## config.mk

```make
export PLATFORM = sky130hd
export DESIGN_NAME = murmur3_32_key_hash_flat
export DESIGN_NICKNAME = d
export VERILOG_FILES = /design/src/rtl/mkh_pkg.sv /design/src/rtl/mkh_word_if.sv /design/src/rtl/mkh_hash_if.sv /design/src/rtl/mkh_fifo.sv /design/src/rtl/mkh_front.sv /design/src/rtl/mkh_back.sv /design/src/rtl/murmur3_32_key_hash.sv /design/src/flat_wrapper.sv
export SDC_FILE = /design/constraint.sdc
export NUM_CORES = 2
export LEC_CHECK = 0
export ABC_AREA = 1
export ABC_CLOCK_PERIOD_IN_PS = 6500
export BUFFER_PORTS_ARGS = -buffer_cell sky130_fd_sc_hd__buf_4
export CELL_PAD_IN_SITES_DETAIL_PLACEMENT = 1
export CELL_PAD_IN_SITES_GLOBAL_PLACEMENT = 1
export CORE_AREA = 2 2 330 496
export DETAILED_ROUTE_END_ITERATION = 8
export DIE_AREA = 0 0 332 498
export PLACE_DENSITY_LB_ADDON = 0.1
export SETUP_SLACK_MARGIN = 0.5
export SYNTH_ARGS = -nofsm -noshare
export SYNTH_HDL_FRONTEND = slang
export SYNTH_SLANG_ARGS = --single-unit
```

## constraint.sdc

```tcl
create_clock -name clk -period 6.5 [get_ports clk]
set_input_delay 0.975 -clock clk [delete_from_list [all_inputs] [get_ports clk]]
set_output_delay 0.975 -clock clk [all_outputs]
set_load 0.005 [all_outputs]
```

## src/rtl/mkh_pkg.sv

```systemverilog
`timescale 1ns / 1ps

package mkh_pkg;

	localparam logic [31:0] SEED_RESET = 32'h9747b28c;
	localparam logic [31:0] MIX_C1     = 32'hcc9e2d51;
	localparam logic [31:0] MIX_C2     = 32'h1b873593;
	localparam logic [31:0] FOLD_ADD   = 32'he6546b64;
	localparam logic [31:0] FIN_M1     = 32'h85ebca6b;
	localparam logic [31:0] FIN_M2     = 32'hc2b2ae35;

	// byte counts
	localparam logic [2:0] CNT_NONE  = 3'd0;
	localparam logic [2:0] CNT_ONE   = 3'd1;
	localparam logic [2:0] CNT_TWO   = 3'd2;
	localparam logic [2:0] CNT_THREE = 3'd3;
	localparam logic [2:0] CNT_FULL  = 3'd4;

	localparam int MKH_FIFO_DEPTH = 4;

	// premixed word on its way from front to back
	typedef struct packed {
		logic [31:0] k;
		logic [2:0]  cnt;
		logic        last;
	} mkh_entry_t;

	// queue status seen by both sides
	typedef struct packed {
		logic full;
		logic empty;
	} mkh_qstat_t;

endpackage

```

## src/rtl/mkh_word_if.sv

```systemverilog
`timescale 1ns / 1ps

interface mkh_word_if;
	logic        valid;
	logic        ready;
	logic [31:0] data_word;
	logic [2:0]  byte_count;
	logic        last;

	modport source (output valid, output data_word, output byte_count, output last,
		input ready);
	modport sink (input valid, input data_word, input byte_count, input last,
		output ready);
endinterface

```

## src/rtl/mkh_hash_if.sv

```systemverilog
`timescale 1ns / 1ps

interface mkh_hash_if;
	logic        valid;
	logic        ready;
	logic [31:0] hash;

	modport source (output valid, output hash, input ready);
	modport sink (input valid, input hash, output ready);
endinterface

```

## src/rtl/mkh_fifo.sv

```systemverilog
`timescale 1ns / 1ps

module mkh_fifo
	import mkh_pkg::*;
#(
	parameter int DEPTH = MKH_FIFO_DEPTH
) (
	input  logic       clk,
	input  logic       arst_n,
	input  logic       push,
	input  mkh_entry_t push_data,
	input  logic       pop,
	output mkh_entry_t head,
	output mkh_qstat_t stat
);

	localparam int AW = $clog2(DEPTH);
	localparam int CW = $clog2(DEPTH + 1);
	localparam logic [AW-1:0] LAST_IDX = AW'(DEPTH - 1);
	localparam logic [CW-1:0] FULL_CNT = CW'(DEPTH);

	mkh_entry_t mem [DEPTH];
	logic [AW-1:0] wr_ptr_q;
	logic [AW-1:0] rd_ptr_q;
	logic [CW-1:0] count_q;

	always_ff @(posedge clk) begin
		if (push) begin
			mem[wr_ptr_q] <= push_data;
		end
	end

	always_ff @(posedge clk or negedge arst_n) begin
		if (!arst_n) begin
			wr_ptr_q <= '0;
			rd_ptr_q <= '0;
			count_q  <= '0;
		end else begin
			if (push) begin
				wr_ptr_q <= (wr_ptr_q == LAST_IDX) ? '0 : wr_ptr_q + 1'b1;
			end
			if (pop) begin
				rd_ptr_q <= (rd_ptr_q == LAST_IDX) ? '0 : rd_ptr_q + 1'b1;
			end
			if (push && !pop) begin
				count_q <= count_q + 1'b1;
			end else if (pop && !push) begin
				count_q <= count_q - 1'b1;
			end
		end
	end

	assign head       = mem[rd_ptr_q];
	assign stat.full  = (count_q == FULL_CNT);
	assign stat.empty = (count_q == '0);

endmodule

```

## src/rtl/mkh_front.sv

```systemverilog
`timescale 1ns / 1ps

module mkh_front
	import mkh_pkg::*;
(
	input  logic       clk,
	input  logic       arst_n,
	mkh_word_if.sink   key,
	input  mkh_qstat_t qstat,
	output logic       push,
	output mkh_entry_t push_data
);

	logic        valid_s1;
	logic [31:0] word_s1;
	logic [2:0]  cnt_s1;
	logic        last_s1;

	logic        valid_s2;
	logic [31:0] k1_s2;
	logic [2:0]  cnt_s2;
	logic        last_s2;

	logic [2:0]  eff_cnt;
	logic [31:0] mask;
	logic        s2_free;
	logic        s1_move;
	logic [31:0] k1_rot;

	// short count only counts on the last word
	always_comb begin
		eff_cnt = key.byte_count;
		if (!key.last || key.byte_count > CNT_FULL) begin
			eff_cnt = CNT_FULL;
		end
		case (eff_cnt)
			CNT_NONE:  mask = 32'h0000_0000;
			CNT_ONE:   mask = 32'h0000_00ff;
			CNT_TWO:   mask = 32'h0000_ffff;
			CNT_THREE: mask = 32'h00ff_ffff;
			default:   mask = 32'hffff_ffff;
		endcase
	end

	assign push      = valid_s2 && !qstat.full;
	assign s2_free   = !valid_s2 || push;
	assign s1_move   = valid_s1 && s2_free;
	assign key.ready = !valid_s1 || s2_free;

	always_ff @(posedge clk or negedge arst_n) begin
		if (!arst_n) begin
			valid_s1 <= 1'b0;
			valid_s2 <= 1'b0;
		end else begin
			if (key.ready) begin
				valid_s1 <= key.valid;
			end
			if (s2_free) begin
				valid_s2 <= s1_move;
			end
		end
	end

	always_ff @(posedge clk) begin
		if (key.valid && key.ready) begin
			word_s1 <= key.data_word & mask;
			cnt_s1  <= eff_cnt;
			last_s1 <= key.last;
		end
		if (s1_move) begin
			k1_s2  <= word_s1 * MIX_C1;
			cnt_s2 <= cnt_s1;
			last_s2 <= last_s1;
		end
	end

	assign k1_rot         = {k1_s2[16:0], k1_s2[31:17]};
	assign push_data.k    = k1_rot * MIX_C2;
	assign push_data.cnt  = cnt_s2;
	assign push_data.last = last_s2;

endmodule

```

## src/rtl/mkh_back.sv

```systemverilog
`timescale 1ns / 1ps

module mkh_back
	import mkh_pkg::*;
(
	input  logic        clk,
	input  logic        arst_n,
	input  logic [31:0] seed,
	input  mkh_entry_t  head,
	input  mkh_qstat_t  qstat,
	output logic        pop,
	mkh_hash_if.source  result
);

	logic [31:0] h_q;
	logic [31:0] len_q;

	logic        valid_s1;
	logic [31:0] x1_s1;
	logic        valid_s2;
	logic [31:0] m1_s2;
	logic        valid_s3;
	logic [31:0] m2_s3;
	logic        out_valid_q;
	logic [31:0] hash_q;

	logic [31:0] hx;
	logic [31:0] hr;
	logic [31:0] h_mix;
	logic [31:0] len_new;
	logic [31:0] fin;
	logic [31:0] m1_x;
	logic        out_free;
	logic        s3_free;
	logic        s2_free;
	logic        s1_free;
	logic        s3_move;
	logic        s2_move;
	logic        s1_move;
	logic        fin_load;

	// full word folds with rotate and multiply-add, tail only xors
	always_comb begin
		hx      = h_q ^ head.k;
		hr      = {hx[18:0], hx[31:19]};
		h_mix   = (head.cnt == CNT_FULL) ? (hr + {hr[29:0], 2'b00} + FOLD_ADD) : hx;
		len_new = len_q + 32'(head.cnt);
		fin     = h_mix ^ len_new;
		m1_x    = m1_s2 ^ (m1_s2 >> 13);
	end

	assign out_free = !out_valid_q || result.ready;
	assign s3_move  = valid_s3 && out_free;
	assign s3_free  = !valid_s3 || out_free;
	assign s2_move  = valid_s2 && s3_free;
	assign s2_free  = !valid_s2 || s3_free;
	assign s1_move  = valid_s1 && s2_free;
	assign s1_free  = !valid_s1 || s2_free;
	assign pop      = !qstat.empty && (!head.last || s1_free);
	assign fin_load = pop && head.last;

	always_ff @(posedge clk or negedge arst_n) begin
		if (!arst_n) begin
			h_q         <= SEED_RESET;
			len_q       <= '0;
			valid_s1    <= 1'b0;
			valid_s2    <= 1'b0;
			valid_s3    <= 1'b0;
			out_valid_q <= 1'b0;
		end else begin
			if (pop) begin
				h_q   <= head.last ? seed : h_mix;
				len_q <= head.last ? '0 : len_new;
			end
			if (s1_free) begin
				valid_s1 <= fin_load;
			end
			if (s2_free) begin
				valid_s2 <= s1_move;
			end
			if (s3_free) begin
				valid_s3 <= s2_move;
			end
			if (out_free) begin
				out_valid_q <= s3_move;
			end
		end
	end

	// avalanche: xor-shift, multiply, xor-shift and multiply, final xor-shift
	always_ff @(posedge clk) begin
		if (fin_load) begin
			x1_s1 <= fin ^ (fin >> 16);
		end
		if (s1_move) begin
			m1_s2 <= x1_s1 * FIN_M1;
		end
		if (s2_move) begin
			m2_s3 <= m1_x * FIN_M2;
		end
		if (s3_move) begin
			hash_q <= m2_s3 ^ (m2_s3 >> 16);
		end
	end

	assign result.valid = out_valid_q;
	assign result.hash  = hash_q;

endmodule

```

## src/rtl/murmur3_32_key_hash.sv

```systemverilog
`timescale 1ns / 1ps
// MurmurHash3 x86_32 of a key streamed as 32-bit little-endian words.
// key channel: data_word holds four key bytes, first byte in bits 7..0;
// byte_count gives the valid bytes, below 4 only on the last beat (else
// taken as 4); last closes the key. Bytes above byte_count are ignored.
// result channel: one beat per key carrying the finished hash.
// seed_we/seed_wdata load the seed; the running hash reloads from the seed
// when a key finishes, so a new seed applies to the key after the next one
// closes. Write it only while no key is in flight.
// Throughput: one key word per cycle while the queue is not full. The
// front premixes each word in two multiplier stages and queues it; the
// back folds it into the running hash register and sends each finished
// key through the avalanche stages and output register to result.valid.
// Reset clears all pipelines and the queue; the running hash and the seed
// come up at 0x9747b28c. When the receiver stalls, the hash holds; the
// avalanche stages and queue fill, then key.ready drops.
module murmur3_32_key_hash
	import mkh_pkg::*;
#(
	parameter int FIFO_DEPTH = MKH_FIFO_DEPTH
) (
	input  logic        clk,
	input  logic        arst_n,
	input  logic        seed_we,
	input  logic [31:0] seed_wdata,
	mkh_word_if.sink    key,
	mkh_hash_if.source  result
);

	logic [31:0] seed_q;
	logic        push;
	logic        pop;
	mkh_entry_t  push_data;
	mkh_entry_t  head;
	mkh_qstat_t  qstat;

	always_ff @(posedge clk or negedge arst_n) begin
		if (!arst_n) begin
			seed_q <= SEED_RESET;
		end else if (seed_we) begin
			seed_q <= seed_wdata;
		end
	end

	mkh_front u_front (
		.clk       (clk),
		.arst_n    (arst_n),
		.key       (key),
		.qstat     (qstat),
		.push      (push),
		.push_data (push_data)
	);

	mkh_fifo #(
		.DEPTH (FIFO_DEPTH)
	) u_fifo (
		.clk       (clk),
		.arst_n    (arst_n),
		.push      (push),
		.push_data (push_data),
		.pop       (pop),
		.head      (head),
		.stat      (qstat)
	);

	mkh_back u_back (
		.clk    (clk),
		.arst_n (arst_n),
		.seed   (seed_q),
		.head   (head),
		.qstat  (qstat),
		.pop    (pop),
		.result (result)
	);

endmodule

```

## src/flat_wrapper.sv

```systemverilog
// flat-port wrapper written by rule: the top's interface ports become plain ports
module murmur3_32_key_hash_flat import mkh_pkg::*;
#(
	parameter int FIFO_DEPTH = MKH_FIFO_DEPTH
)
  (clk, arst_n, seed_we, seed_wdata, key_valid, key_data_word, key_byte_count, key_last, key_ready, result_valid, result_hash, result_ready);
  mkh_word_if key_i ();
  mkh_hash_if result_i ();
  input  logic clk;
  input  logic arst_n;
  input  logic seed_we;
  input  logic [31:0] seed_wdata;
  input wire logic [$bits(key_i.valid)-1:0] key_valid;
  input wire logic [$bits(key_i.data_word)-1:0] key_data_word;
  input wire logic [$bits(key_i.byte_count)-1:0] key_byte_count;
  input wire logic [$bits(key_i.last)-1:0] key_last;
  output wire logic [$bits(key_i.ready)-1:0] key_ready;
  output wire logic [$bits(result_i.valid)-1:0] result_valid;
  output wire logic [$bits(result_i.hash)-1:0] result_hash;
  input wire logic [$bits(result_i.ready)-1:0] result_ready;
  assign key_i.valid = key_valid;
  assign key_i.data_word = key_data_word;
  assign key_i.byte_count = key_byte_count;
  assign key_i.last = key_last;
  assign key_ready = key_i.ready;
  assign result_valid = result_i.valid;
  assign result_hash = result_i.hash;
  assign result_i.ready = result_ready;
  murmur3_32_key_hash #(.FIFO_DEPTH(FIFO_DEPTH)) u_core (.clk(clk), .arst_n(arst_n), .seed_we(seed_we), .seed_wdata(seed_wdata), .key(key_i), .result(result_i));
endmodule
```

==> results.py <==
metrics = {
    "grt": {
        "grt.busiest_layer": "met2",
        "grt_usage": 0.234,
        "antenna_found_initial": 12,
        "met1_usage": 0.229,
        "grt_pass1_vias": 47200,
        "grt_util_met2": 0.485,
        "grt_first_pass_wirelength_um": 287000,
        "grtUsageMet3": 0.0177,
        "gr-total-overflow": 0,
        "grt_max_degree": 57,
    },
    "timing": {
        "finClkSkew_ns": 0.0453,
        "finalCritPeriodShare": 0.990,
        "drv_slew": 0,
        "min_period_ns": 6.43,
        "tns_ns": 0,
        "max_freq_mhz": 155,
        "worst_slack_ns": 0.0677,
        "worst_pin_slew_ns": 1.01,
        "rsz0062_at_grt": "true",
        "finalHoldViolations": 0,
        "setup_viol": 0,
        "slew_headroom": 0.326,
    },
    "worst_setup_path": {
        "rrSetupSlack_ns": 0.07,
        "worst-path-max-fanout": 5,
        "worstPathArrival_ns": 6.86,
        "cp-end-kind": "register",
        "crit_required_ns": 6.93,
        "r2r_start": "u_core.u_back.m1_s2[14]",
        "cp-start-kind": "register",
        "critical_path_class": "register to register",
        "worstReg2RegEnd": "u_core.u_back.m2_s3[27]",
        "r2r_cells": 22,
    },
    "drt": {
        "route.detailed.drc": 0,
        "routed_via_density": 4.78,
        "dr.pass1.iters": 4,
        "wl_per_cell_um": 22.4,
        "postRouteAntennaNets": 0,
        "vias": 41500,
        "wl_um": 194000,
        "dr.first_iter.drc_count": 1329,
    },
    "clock_network": {
        "root_buffer": "clkbuf_16",
        "clock_latency_ns": 0.70,
        "cts_buffers": 53,
        "cts-htree-levels": 2,
        "cts.sinks": 453,
        "clkTransAtPathRegs_ns": 0.06,
        "cts_buffer_depth": 3,
        "cts_tree": "yes",
    },
    "synth": {
        "yosysWarningCount": 0,
        "seq_area_frac_synth": 0.234,
        "synth_seq_cells": 453,
        "syn_area_per_cell_um2": 9.46,
        "netlist_area_um2": 56000,
        "synth_flop_cell": "edfxtp_1",
        "synth_edf_count": 344,
        "ys_types": 55,
        "syn_inst": 5924,
        "ys_async_sr_fraction": 0.241,
        "syn-num-nets": 7551,
    },
    "die": {
        "die_area_um2": 165000,
        "start_util": 0.348,
        "rows": 181,
        "io-pin-count": 107,
        "die_h_um": 498,
        "core-area_um2": 161000,
        "die_width_um": 332,
    },
    "placed_design": {
        "pre_cts_slack_ns": -0.379,
        "dp_hpwl_um": 169000,
        "gp_congestion": 0.937,
        "port_buffers": 106,
    },
    "layout": {
        "regMostFlops": "u_core.u_fifo.mem",
        "fin_util": 0.425,
        "layout_common_cells": "1,525 x inv_1, 807 x nand2_1, 672 x ha_1, 666 x fa_1, 514 x buf_4",
        "nNetsFinal": 8149,
        "largest_reg_flops": 144,
        "area_delta_synth_final_pct": 22.4,
        "layout_commonest_cell": "inv_1",
        "drive_gt1_frac": 0.209,
    },
    "flow_run": {
        "maxCapViolations": 0,
    },
    "outcome": {
        "status": "finished, final reports clean",
    },
    "worst_hold_path": {
        "hp-class": "input pin to async pin",
    },
}
==> cells by family (layout without fill, tap and decap cells) <==
group | Yosys count | count (layout) | share of synthesized area
AOI/OAI and AO/OA | 465 | 465 | 0.0468
xor gates and xnor gates | 289 | 289 | 0.0466
buffers and inverters | 1688 | 2330 | 0.115
muxes | 19 | 19 | 0.00382
other | 0 | 1 | 0
adders and majority gates | 1554 | 1554 | 0.445
and+or+nand+nor | 1456 | 1456 | 0.109
DFF | 453 | 453 | 0.234
==> Yosys cell counts (all sizes together) (12+ instances only) <==
cell    number  area share
a21o        23      0.0031
nand2      869       0.058
xor2       169       0.028
nand3b      25      0.0033
nand3      228       0.020
o21ai      164       0.015
a31oi       12      0.0013
clkbuf      19      0.0013
ha         820        0.18
nor3        38      0.0037
nand4       40      0.0045
o21bai      16      0.0021
dfrtp       77       0.034
fa         734        0.26
buf         35      0.0040
xnor2      119       0.019
mux2        19      0.0038
nor2       226       0.015
inv       1634        0.11
edfxtp     344        0.18
o22ai       33      0.0037
a21oi      184       0.017
or2         21      0.0023
dfstp       32       0.015
==> per-layer routing <==
layer	share of wire	wire length (um)
met1	0.34	66300
met4	0.055	10700
met3	0.018	3430
met2	0.58	113000
met5	0.00043	84
==> metrics by stage <==
step,instances,instance area [um2],hold slack (ns)
after detailed placement,8409,61900,0.408
after floorplan,5924,56300,0.400
after global routing,8671,68600,0.333
after global placement,8409,61900,0.404
final,8671,68600,0.304
after CTS,8600,66400,0.321
==> worst max-delay path by stage <==
stage	startpoint	endpoint	slack, ns	cells past startpoint
after floorplan	u_core.u_front.k1_s2[21]	u_core.u_fifo.mem[0][34]	0.49	19
after detailed placement	u_core.u_front.k1_s2[31]	u_core.u_fifo.mem[1][32]	-0.38	20
final	u_core.u_back.m1_s2[14]	u_core.u_back.m2_s3[27]	0.07	22
after global placement	u_core.u_front.k1_s2[31]	u_core.u_fifo.mem[3][32]	-0.39	20
after CTS	u_core.u_back.m1_s2[13]	u_core.u_back.m2_s3[27]	0.09	22
after global routing	u_core.u_back.m1_s2[14]	u_core.u_back.m2_s3[27]	-0.09	22
==> what timing repair did <==
action | CTS | global route
hold buffers | 0 | 0
gates resized for setup | 439 | 363
buffers inserted | 92 | 70
pin swaps | 214 | 269
endpoints found under the setup margin | 87 | 96
==> final cells by class <==
class | count | area [um2]
clock inverters | 34 | 353
fillers | 18200 | 92600
repair buffers | 597 | 4820
inverters | 1634 | 6160
flip-flops and latches | 453 | 13100
clock buffers | 65 | 1420
diodes | 1 | 2.50
well taps | 2104 | 2630
multi-input cells | 3783 | 40100
==> critical path, cell delays in order, from the launching register on <==
cell      delay, ns
edfxtp_1       0.50
xor2_2         0.24
ha_1           0.33
inv_2          0.04
fa_1           0.51
fa_1           0.55
inv_2          0.04
fa_1           0.56
inv_2          0.05
fa_1           0.53
inv_1          0.05
fa_1           0.45
fa_1           0.50
inv_1          0.05
fa_1           0.49
inv_2          0.05
ha_4           0.30
nand4_1        0.20
nor2_2         0.19
nand4_1        0.14
nand3_4        0.17
a31oi_4        0.10
xnor2_1        0.14
Power is left out: the tool's default activity adds up to more than one toggle a clock period on the data nets, which glitch-free logic cannot reach.
